File: src/hdl/sahn_pkg.sv
package sahn_pkg;

    localparam int MAX_NODES   = 256;
    localparam int NODE_AW     = $clog2(MAX_NODES);
    localparam int NODE_CW     = $clog2(MAX_NODES + 1);
    localparam int MAX_LINKS   = 1024;
    localparam int LINK_AW     = $clog2(MAX_LINKS);
    localparam int LINK_CW     = $clog2(MAX_LINKS + 1);
    localparam int SIG_ENTRIES = 256;
    localparam int SIG_BITS    = $clog2(SIG_ENTRIES);

    // sigmoid argument: Q4.12 rate times Q8.24 excitation
    localparam int X_W = 48;
    localparam logic signed [X_W-1:0] SIG_LIM = X_W'(64'sd8 <<< 36);

    localparam logic [2:0] ACT_CLEAR     = 3'd0;
    localparam logic [2:0] ACT_ADD_NODE  = 3'd1;
    localparam logic [2:0] ACT_ADD_LINK  = 3'd2;
    localparam logic [2:0] ACT_SET_ACT   = 3'd3;
    localparam logic [2:0] ACT_SET_CLAMP = 3'd4;
    localparam logic [2:0] ACT_READ      = 3'd5;
    localparam logic [2:0] ACT_SPREAD    = 3'd6;
    localparam logic [2:0] ACT_UPDATE    = 3'd7;

    localparam logic [1:0] ST_OK      = 2'd0;
    localparam logic [1:0] ST_BAD_IDX = 2'd1;
    localparam logic [1:0] ST_FULL    = 2'd2;

    localparam logic [2:0] REG_MIN_ACT    = 3'd0;
    localparam logic [2:0] REG_MAX_ACT    = 3'd1;
    localparam logic [2:0] REG_SPREAD     = 3'd2;
    localparam logic [2:0] REG_SELF_GAIN  = 3'd3;
    localparam logic [2:0] REG_MIN_WEIGHT = 3'd4;
    localparam logic [2:0] REG_MAX_WEIGHT = 3'd5;
    localparam logic [2:0] REG_LEARN      = 3'd6;
    localparam logic [2:0] REG_LEAK       = 3'd7;

    typedef struct packed {
        logic [2:0]         action;
        logic [7:0]         node_index;
        logic [7:0]         other_node;
        logic signed [15:0] value;
        logic               clamp_flag;
        logic [7:0]         step_count;
    } t_in_item;

    typedef struct packed {
        logic signed [15:0] activity_out;
        logic [1:0]         status;
    } t_out_item;

    typedef logic [15:0] t_sig_tab [SIG_ENTRIES];

    localparam longint unsigned Q30_ONE   = 64'd1 << 30;
    localparam longint unsigned E_INV_Q30 = 64'd395007542;

    // shift-subtract quotient, only used while building the table
    function automatic longint unsigned udiv64(longint unsigned num, longint unsigned den);
        longint unsigned q, rem;
        q = '0;
        rem = '0;
        for (int b = 63; b >= 0; b--) begin
            rem = {rem[62:0], num[b]};
            if (rem >= den) begin
                rem = rem - den;
                q[b] = 1'b1;
            end
        end
        return q;
    endfunction

    // table of sigmoid values at bin centers, unsigned Q0.16, built at elaboration
    function automatic t_sig_tab build_sig();
        t_sig_tab         tab;
        longint unsigned  num, u, e, s, r, term, f, n;
        longint           t, sum;
        int unsigned      k, i;
        for (k = 0; k < SIG_ENTRIES; k++) begin
            num = longint'(2 * k + 1) * (64'd8 << 30);
            t = longint'(num >> SIG_BITS) - (64'sd8 <<< 30);
            u = (t < 0) ? longint'(-t) : longint'(t);
            n = u >> 30;
            f = u & (Q30_ONE - 1);
            term = Q30_ONE;
            sum = longint'(Q30_ONE);
            for (i = 1; i <= 12; i++) begin
                term = udiv64((term * f) >> 30, 64'(i));
                if (i[0]) sum = sum - longint'(term);
                else sum = sum + longint'(term);
            end
            e = longint'(sum);
            while (n > 0) begin
                e = (e * E_INV_Q30) >> 30;
                n = n - 1;
            end
            if (t >= 0) s = udiv64(64'd1 << 60, Q30_ONE + e);
            else s = udiv64(e << 30, Q30_ONE + e);
            r = (s + (64'd1 << 13)) >> 14;
            if (r > 64'd65535) r = 64'd65535;
            tab[k] = r[15:0];
        end
        return tab;
    endfunction

    localparam t_sig_tab SIG_TAB = build_sig();

endpackage

File: src/hdl/sahn_sigmoid.sv
module sahn_sigmoid (
    input  logic                           i_clk,
    input  logic signed [sahn_pkg::X_W-1:0] i_x,
    output logic [15:0]                    o_s
);
    import sahn_pkg::*;

    logic [X_W-1:0]      biased;
    logic [SIG_BITS-1:0] idx;

    assign biased = i_x + SIG_LIM;
    assign idx    = biased[39 -: SIG_BITS];

    always_ff @(posedge i_clk) begin
        if (i_x < -SIG_LIM) begin
            o_s <= SIG_TAB[0];
        end else if (i_x >= SIG_LIM) begin
            o_s <= SIG_TAB[SIG_ENTRIES-1];
        end else begin
            o_s <= SIG_TAB[idx];
        end
    end

endmodule

File: config.mk
export PLATFORM = sky130hd
export DESIGN_NAME = sahn_sigmoid
export DESIGN_NICKNAME = d
export VERILOG_FILES = /design/src/hdl/sahn_pkg.sv /design/src/hdl/sahn_sigmoid.sv
export SDC_FILE = /design/constraint.sdc
export NUM_CORES = 1
export LEC_CHECK = 0
export BUFFER_PORTS_ARGS = -buffer_cell sky130_fd_sc_hd__buf_2
export CAP_MARGIN = 20
export CORE_ASPECT_RATIO = 0.6
export CORE_MARGIN = 3
export CORE_UTILIZATION = 27
export DETAILED_ROUTE_END_ITERATION = 12
export PLACE_DENSITY = 0.42
export SYNTH_ARGS = -nofsm -noshare
export SYNTH_HDL_FRONTEND = slang
export SYNTH_SLANG_ARGS = --single-unit
File: constraint.sdc
create_clock -name i_clk -period 7.7 [get_ports i_clk]
set_input_delay 1.54 -clock i_clk [delete_from_list [all_inputs] [get_ports i_clk]]
set_output_delay 1.54 -clock i_clk [all_outputs]
set_load 0.01 [all_outputs]
==> results of run 1 <==
-- Yosys cell counts (5+ instances only) --
cell type | count | area share [%]
sky130_fd_sc_hd__a21o_1 | 6 | 0.99
sky130_fd_sc_hd__o31ai_1 | 9 | 1.5
sky130_fd_sc_hd__o311ai_0 | 14 | 2.7
sky130_fd_sc_hd__buf_6 | 5 | 1.2
sky130_fd_sc_hd__nand4_1 | 5 | 0.69
sky130_fd_sc_hd__o221ai_1 | 10 | 1.9
sky130_fd_sc_hd__a311oi_1 | 12 | 2.3
sky130_fd_sc_hd__ha_1 | 28 | 7.7
sky130_fd_sc_hd__nor3_1 | 24 | 2.6
sky130_fd_sc_hd__o32ai_1 | 5 | 0.96
sky130_fd_sc_hd__a211o_1 | 6 | 1.2
sky130_fd_sc_hd__a221oi_1 | 7 | 1.3
sky130_fd_sc_hd__o311a_1 | 5 | 1.1
sky130_fd_sc_hd__dfxtp_1 | 16 | 7.0
sky130_fd_sc_hd__nand2_1 | 68 | 5.6
sky130_fd_sc_hd__o22ai_1 | 12 | 1.6
sky130_fd_sc_hd__nand3_1 | 21 | 2.3
sky130_fd_sc_hd__or3_1 | 9 | 1.2
sky130_fd_sc_hd__nor2b_1 | 29 | 4.0
sky130_fd_sc_hd__clkbuf_1 | 28 | 2.3
sky130_fd_sc_hd__mux4_2 | 5 | 2.5
sky130_fd_sc_hd__inv_1 | 11 | 0.91
sky130_fd_sc_hd__nand2b_1 | 21 | 2.9
sky130_fd_sc_hd__o211ai_1 | 13 | 2.1
sky130_fd_sc_hd__and3_1 | 5 | 0.69
sky130_fd_sc_hd__a21oi_1 | 64 | 7.0
sky130_fd_sc_hd__nor2_1 | 44 | 3.6
sky130_fd_sc_hd__a211oi_1 | 14 | 2.3
sky130_fd_sc_hd__o21ai_0 | 63 | 6.9
sky130_fd_sc_hd__a31oi_1 | 15 | 2.1
sky130_fd_sc_hd__o21a_1 | 6 | 0.99
sky130_fd_sc_hd__buf_2 | 36 | 4.0
-- power groups by stage --
stage / clock, µW / combinational (µW) / sequential, µW
global placement: 0 / 315 / 93.9
finish: 101 / 332 / 92.4
floorplan: 0 / 204 / 98.4
detailed placement: 0 / 310 / 94.2
global route: 112 / 345 / 93.0
CTS: 104 / 311 / 92.5
-- critical path, delay by kind of cell --
kind | cells | cell delay [ns]
buffers and inverters | 2 | 0.91
AO/OA/AOI/OAI | 5 | 1.47
adder cells (fa/ha/maj) | 2 | 1.19
AND/OR/NAND/NOR | 1 | 0.33
-- cell type report --
type | instances | area [µm²]
inverter | 14 | 52.6
fill | 1839 | 11600
timing repair buffer | 45 | 267
sequential | 16 | 320
tap | 228 | 285
clock buffer | 3 | 75.1
multi-input combinational | 583 | 3760
-- worst max-delay path by stage --
stage                       start                end  slack, ns
after CTS                 i_x[32]  o_s[3]$_SDFF_PP0_       2.54
after global placement    i_x[32]  o_s[3]$_SDFF_PP0_       2.20
after floorplan           i_x[33]  o_s[0]$_SDFF_PP1_       3.62
after global routing      i_x[32]  o_s[3]$_SDFF_PP0_       2.25
final                     i_x[32]  o_s[3]$_SDFF_PP0_       2.34
after detailed placement  i_x[32]  o_s[3]$_SDFF_PP0_       2.27
-- routing by layer --
| layer | vias to the layer above | global-route usage [%] | wire [µm] |
|---|---|---|---|
| li1 | 2571 | - | - |
| met1 | 2886 | 37.9 | 10800 |
| met2 | 543 | 34.2 | 9260 |
| met3 | 75 | 16.2 | 5040 |
| met4 | 6 | 5.56 | 645 |
| met5 | - | 0 | 34 |
-- kinds of logic after synthesis --
group,after synthesis
fa+ha+maj,29
simple gates,249
xor+xnor,2
mux,9
flops,16
buf+inv,93
compound gates,294
-- per-stage QoR --
| stage | util, % | area [µm²] | std cells | hold slack [ns] |
|---|---|---|---|---|
| 2_1_floorplan | - | 4550 | 692 | 1.79 |
| 3_3_place_gp | 28.6 | 4670 | 885 | 1.86 |
| 3_5_place_dp | 28.6 | 4670 | 885 | 1.86 |
| 4_1_cts | 29.0 | 4740 | 888 | 1.60 |
| 5_1_grt | 29.1 | 4760 | 889 | 1.62 |
| 6_report | 29.1 | 4760 | 889 | 1.61 |
==> results.py, run 1 <==
metrics = {
    "synth": {
        "yosys_register_bits": 16,
        "synthArstFlopShare_pct": 0,
        "syn_avg_cell_area_um2": 6.58,
        "synth-edff-count": 0,
        "yosys.area_share.simple_pct": 27.3,
        "synth_top_family_by_area": "compound AO/OA/AOI/OAI gates",
        "post_synthesis_sequential_area_ratio_pct": 7.04,
        "synth.mux.area_fraction_pct": 3.35,
        "synth_area_um2": 4550,
        "post_synth_xor_area_fraction_pct": 0.385,
        "synth_fa_ha_area_share_pct": 8.14,
        "synth_compound_area_share_pct": 43.4,
        "top_ff_cell_synth": "sky130_fd_sc_hd__dfxtp_1",
        "synth_fp_nets": 770,
        "count_of_mapped_cells_out_of_synthesis": 692,
        "yosysWarnings": 0,
        "synth_cell_types": 72,
    },
    "sta": {
        "maxClockFrequency_ghz": 0.187,
        "post-route-worst-setup-slack_ns": 2.34,
        "timing_worst_slew_pin_value_ns": 1.09,
        "finalHoldViolations": 0,
        "final_min_period_over_clock_period_pct": 69.6,
        "slew-limit-headroom_pct": 26.5,
        "setup_total_negative_slack_ns": 0,
        "final_critical_period_ns": 5.36,
        "grt_setup_unrepaired": "false",
        "report.final.slew_viol_count": 0,
        "finalSetupViolations": 0,
    },
    "final_layout": {
        "n_antenna_cell": 0,
        "largest_register_ffs": 16,
        "most_common_library_cell_in_the_layout_ignoring_fill_and_taps": "sky130_fd_sc_hd__nand2_1",
        "layout_top_registers": "o_s (16)",
        "most_flops_register": "o_s",
        "final_nets": 741,
        "most-common-layout-cells": "sky130_fd_sc_hd__nand2_1 (68), sky130_fd_sc_hd__a21oi_1 (64), sky130_fd_sc_hd__o21ai_0 (63), sky130_fd_sc_hd__nor2_1 (44), sky130_fd_sc_hd__buf_2 (30)",
        "growth_of_design_area_from_synthesis_to_finish_pct": 4.51,
        "final_layout_size_suffix_gt1_share_pct": 10.6,
    },
    "route": {
        "vias_per_cell": 6.84,
        "detailroute.via_count": 6081,
        "drtAntennaViolNets": 0,
        "drt-total-wl_mm": 25.7,
        "drt_pass1_iterations": 7,
        "detail_route.iter0.violations": 1233,
        "routedWlPerCell_um": 29.0,
        "drc": 0,
    },
    "worst_setup_path": {
        "cp-end-kind": "register",
        "largest_stage_delay_worst_path_ns": 0.72,
        "path_class": "input port to register",
        "critPathMostFrequentCell": "sky130_fd_sc_hd__ha_1",
        "worst-path-max-fanout": 29,
        "crit_path_top_delay_cell": "sky130_fd_sc_hd__ha_1",
        "cp-start-kind": "input port",
        "data_required_critical_path_ns": 7.80,
        "series_of_cell_instances_along_the_critical_path": "buf_2, inv_2, ha_1, ha_1, nand2b_1, o221ai_1, a21oi_1, o31a_1, a2111oi_0, o22ai_1",
        "wp_data_arrival_ns": 5.45,
    },
    "cts": {
        "clock_sinks": 16,
        "ctsRootBufferMaster": "sky130_fd_sc_hd__clkbuf_16",
        "post_cts_buffers": 0,
        "cts_hold_repair.buffers": 0,
        "ctsHtreeMaxLevel": 1,
        "cts_tree": "yes",
        "cts_resized": 0,
        "post_cts_clock_slew_at_the_launch_and_capture_registers_of_the_worst_setup_and_hold_paths_ns": 0.05,
        "cts-buffers-inserted": 3,
        "clk_path_buf_depth": 2,
    },
    "pwr": {
        "peakVddDrop_uv": 80.8,
        "power_frac_comb_pct": 63.2,
        "power.sequential.fraction_pct": 17.6,
        "power.switching_fraction_pct": 50.6,
        "clockPowerShare_pct": 19.2,
        "p_int_uw": 260,
        "switching_power_uw": 266,
        "leakage_power_uw": 0.00170,
        "cellPowerDensity_nw_per_um2": 111,
        "design_power_total_uw": 526,
    },
    "placed_design": {
        "io_buffer_count": 32,
        "worst_slack_placed_ns": 2.27,
        "gp_routability_congestion": 1.03,
        "dp_hpwl_mm": 18.1,
    },
    "run_status": {
        "outcome": "finished clean",
    },
    "floorplan": {
        "floorplan.io_pins": 65,
        "fp-row-count": 36,
        "die_width_um": 174,
        "effective_utilization_at_floorplan_pct": 27.8,
        "height_of_the_chip_um": 107,
        "placeableCoreArea_um2": 16400,
        "dieArea_um2": 18500,
    },
    "grt": {
        "grt_usage_pct": 26.9,
        "global_route_wire_length_before_repair_mm": 37.7,
        "initial_antenna_violation_count": 2,
        "vias_in_the_first_global_route": 5594,
        "grt_remaining_overflow": 0,
        "grt_max_degree": 78,
    },
    "min_path": {
        "worst_hold_path.endpoint": "o_s[15]$_SDFF_PP0_",
        "hold_path_startpoint": "i_x[47]",
        "min_delay_path_depth": 2,
        "hp-class": "input port to register",
    },
    "flow_run": {
        "total_of_max_cap_violations": 0,
    },
}
No activity file was read; power rests on OpenSTA's default activity.
==> run 2, diff against run 1 <==
==> constraint.sdc (replaced) <==
create_clock -name i_clk -period 5.2 [get_ports i_clk]
set_input_delay 1.04 -clock i_clk [delete_from_list [all_inputs] [get_ports i_clk]]
set_output_delay 1.04 -clock i_clk [all_outputs]
set_load 0.01 [all_outputs]
==> results.py, run 2 (same netlist as run 1, synthesis figures left out) <==
metrics = {
    "grt": {
        "grt_remaining_overflow": 0,
        "grt_busiest_layer": "met1",
        "vias_in_the_first_global_route": 5658,
        "global_route_wire_length_before_repair_mm": 38.6,
        "grt_usage_pct": 28.0,
        "gr-usage-met1_pct": 41.1,
        "initial_antenna_violation_count": 3,
        "use_met3_pct": 12.5,
        "grt_max_degree": 117,
        "groute.layer.met2.usage_pct": 35.1,
    },
    "route": {
        "drt-total-wl_mm": 26.7,
        "vias_per_cell": 6.74,
        "drc": 0,
        "detailroute.via_count": 6110,
        "routedWlPerCell_um": 29.5,
        "detail_route.iter0.violations": 1398,
        "drtAntennaViolNets": 0,
        "drt_pass1_iterations": 7,
    },
    "final_layout": {
        "n_antenna_cell": 0,
        "most_flops_register": "o_s",
        "multi_input_comb_area_um2": 3760,
        "final_nets": 758,
        "layout_top_registers": "o_s (16)",
        "fill_cells": 1826,
        "most-common-layout-cells": "sky130_fd_sc_hd__nand2_1 (68), sky130_fd_sc_hd__a21oi_1 (64), sky130_fd_sc_hd__o21ai_0 (63), sky130_fd_sc_hd__nor2_1 (44)",
        "most_common_library_cell_in_the_layout_ignoring_fill_and_taps": "sky130_fd_sc_hd__nand2_1",
        "largest_register_ffs": 16,
        "growth_of_design_area_from_synthesis_to_finish_pct": 7.78,
        "final_layout_size_suffix_gt1_share_pct": 12.8,
        "design_area_um2": 4900,
        "seqCellArea_um2": 320,
    },
    "cts": {
        "ctsHtreeMaxLevel": 1,
        "post_cts_clock_slew_at_the_launch_and_capture_registers_of_the_worst_setup_and_hold_paths_ns": 0.05,
        "ctsRootBufferMaster": "sky130_fd_sc_hd__clkbuf_16",
        "clk_path_buf_depth": 2,
        "post_cts_buffers": 0,
        "cts-buffers-inserted": 3,
        "cts_resized": 0,
        "cts_tree": "yes",
        "cts_hold_repair.buffers": 0,
        "clock_sinks": 16,
    },
    "sta": {
        "final_critical_period_ns": 4.11,
        "grt_setup_unrepaired": "false",
        "timing_worst_slew_pin_value_ns": 0.996,
        "finalSetupViolations": 0,
        "finalHoldViolations": 0,
        "slew-limit-headroom_pct": 33.2,
        "final_min_period_over_clock_period_pct": 79.1,
        "report.final.slew_viol_count": 0,
        "setup_total_negative_slack_ns": 0,
        "maxClockFrequency_ghz": 0.243,
    },
    "floorplan": {
        "dieArea_um2": 18500,
        "die_width_um": 174,
        "effective_utilization_at_floorplan_pct": 27.8,
        "placeableCoreArea_um2": 16400,
        "height_of_the_chip_um": 107,
        "floorplan.io_pins": 65,
        "fp-row-count": 36,
    },
    "pwr": {
        "switching_power_uw": 404,
        "power.sequential.fraction_pct": 17.0,
        "power_frac_comb_pct": 63.6,
        "p_int_uw": 397,
        "clockPowerShare_pct": 19.3,
        "leakage_power_uw": 0.00179,
        "power.switching_fraction_pct": 50.5,
        "peakVddDrop_uv": 83.4,
        "cellPowerDensity_nw_per_um2": 163,
    },
    "worst_setup_path": {
        "path_class": "input port to register",
        "worst-path-max-fanout": 12,
        "cp-end-kind": "register",
        "data_required_critical_path_ns": 5.33,
        "cp-start-kind": "input port",
        "wp_data_arrival_ns": 4.24,
    },
    "placed_design": {
        "dpl-instance-area_um2": 4830,
        "gp_routability_congestion": 1.01,
        "dp_hpwl_mm": 19.3,
        "io_buffer_count": 32,
    },
    "flow_run": {
        "total_of_max_cap_violations": 0,
    },
    "min_path": {
        "hp-class": "input port to register",
    },
    "run_status": {
        "outcome": "finished clean",
    },
}
==> run 2: cell count changes in the layout (fill, tap and decap cells not counted) <==
| cell | change |
|---|---|
| sky130_fd_sc_hd__buf_4 | +16 |
| sky130_fd_sc_hd__buf_12 | +2 |
| sky130_fd_sc_hd__buf_6 | -1 |
==> run 2: power groups by stage <==
stage	Clock (µW)	Combinational (µW)	Sequential, µW
after floorplan	0	302	146
after global placement	0	491	139
after detailed placement	0	479	139
after CTS	159	481	137
after global routing	166	532	137
final	155	510	137
==> run 2: area by class of cell <==
type / instances / share of cell area, %
multi-input cells: 583 / 76.6
well taps: 228 / 5.82
inverters: 14 / 1.07
repair buffers: 62 / 8.47
clock buffers: 3 / 1.53
flip-flops and latches: 16 / 6.53
==> run 2: worst max-delay path, stage by stage <==
cell	delay (ns)
sky130_fd_sc_hd__buf_2	0.28
sky130_fd_sc_hd__inv_1	0.11
sky130_fd_sc_hd__ha_1	0.47
sky130_fd_sc_hd__ha_1	0.33
sky130_fd_sc_hd__nand2b_1	0.28
sky130_fd_sc_hd__o221ai_1	0.27
sky130_fd_sc_hd__a21oi_1	0.11
sky130_fd_sc_hd__o31a_1	0.25
sky130_fd_sc_hd__a2111oi_0	0.79
sky130_fd_sc_hd__buf_4	0.23
sky130_fd_sc_hd__o22ai_1	0.08
==> run 2: final timing paths <==
check,startpoint,end,depth (start not counted)
setup / recovery,i_x[33],o_s[3]$_SDFF_PP0_,11
hold / removal,i_x[47],o_s[15]$_SDFF_PP0_,2
==> run 2: routing by layer <==
layer / vias up / wire length, µm
met5: - / 13
met4: 2 / 958
met3: 70 / 4570
met2: 546 / 9560
met1: 2889 / 11600
li1: 2603 / -
==> run 2: through the flow <==
| step | utilization (%) | hold slack (ns) | cells | power (µW) | worst slack [ns] |
|---|---|---|---|---|---|
| 3_5_place_dp | 29.5 | 1.36 | 903 | 619 | 1.01 |
| 5_1_grt | 30.0 | 1.13 | 906 | 835 | 1.03 |
| 6_report | 30.0 | 1.12 | 906 | 801 | 1.09 |
| 4_1_cts | 30.0 | 1.10 | 906 | 777 | 1.26 |
| 3_3_place_gp | 29.5 | 1.37 | 903 | 630 | 0.836 |
| 2_1_floorplan | - | 1.29 | 692 | 448 | 1.62 |
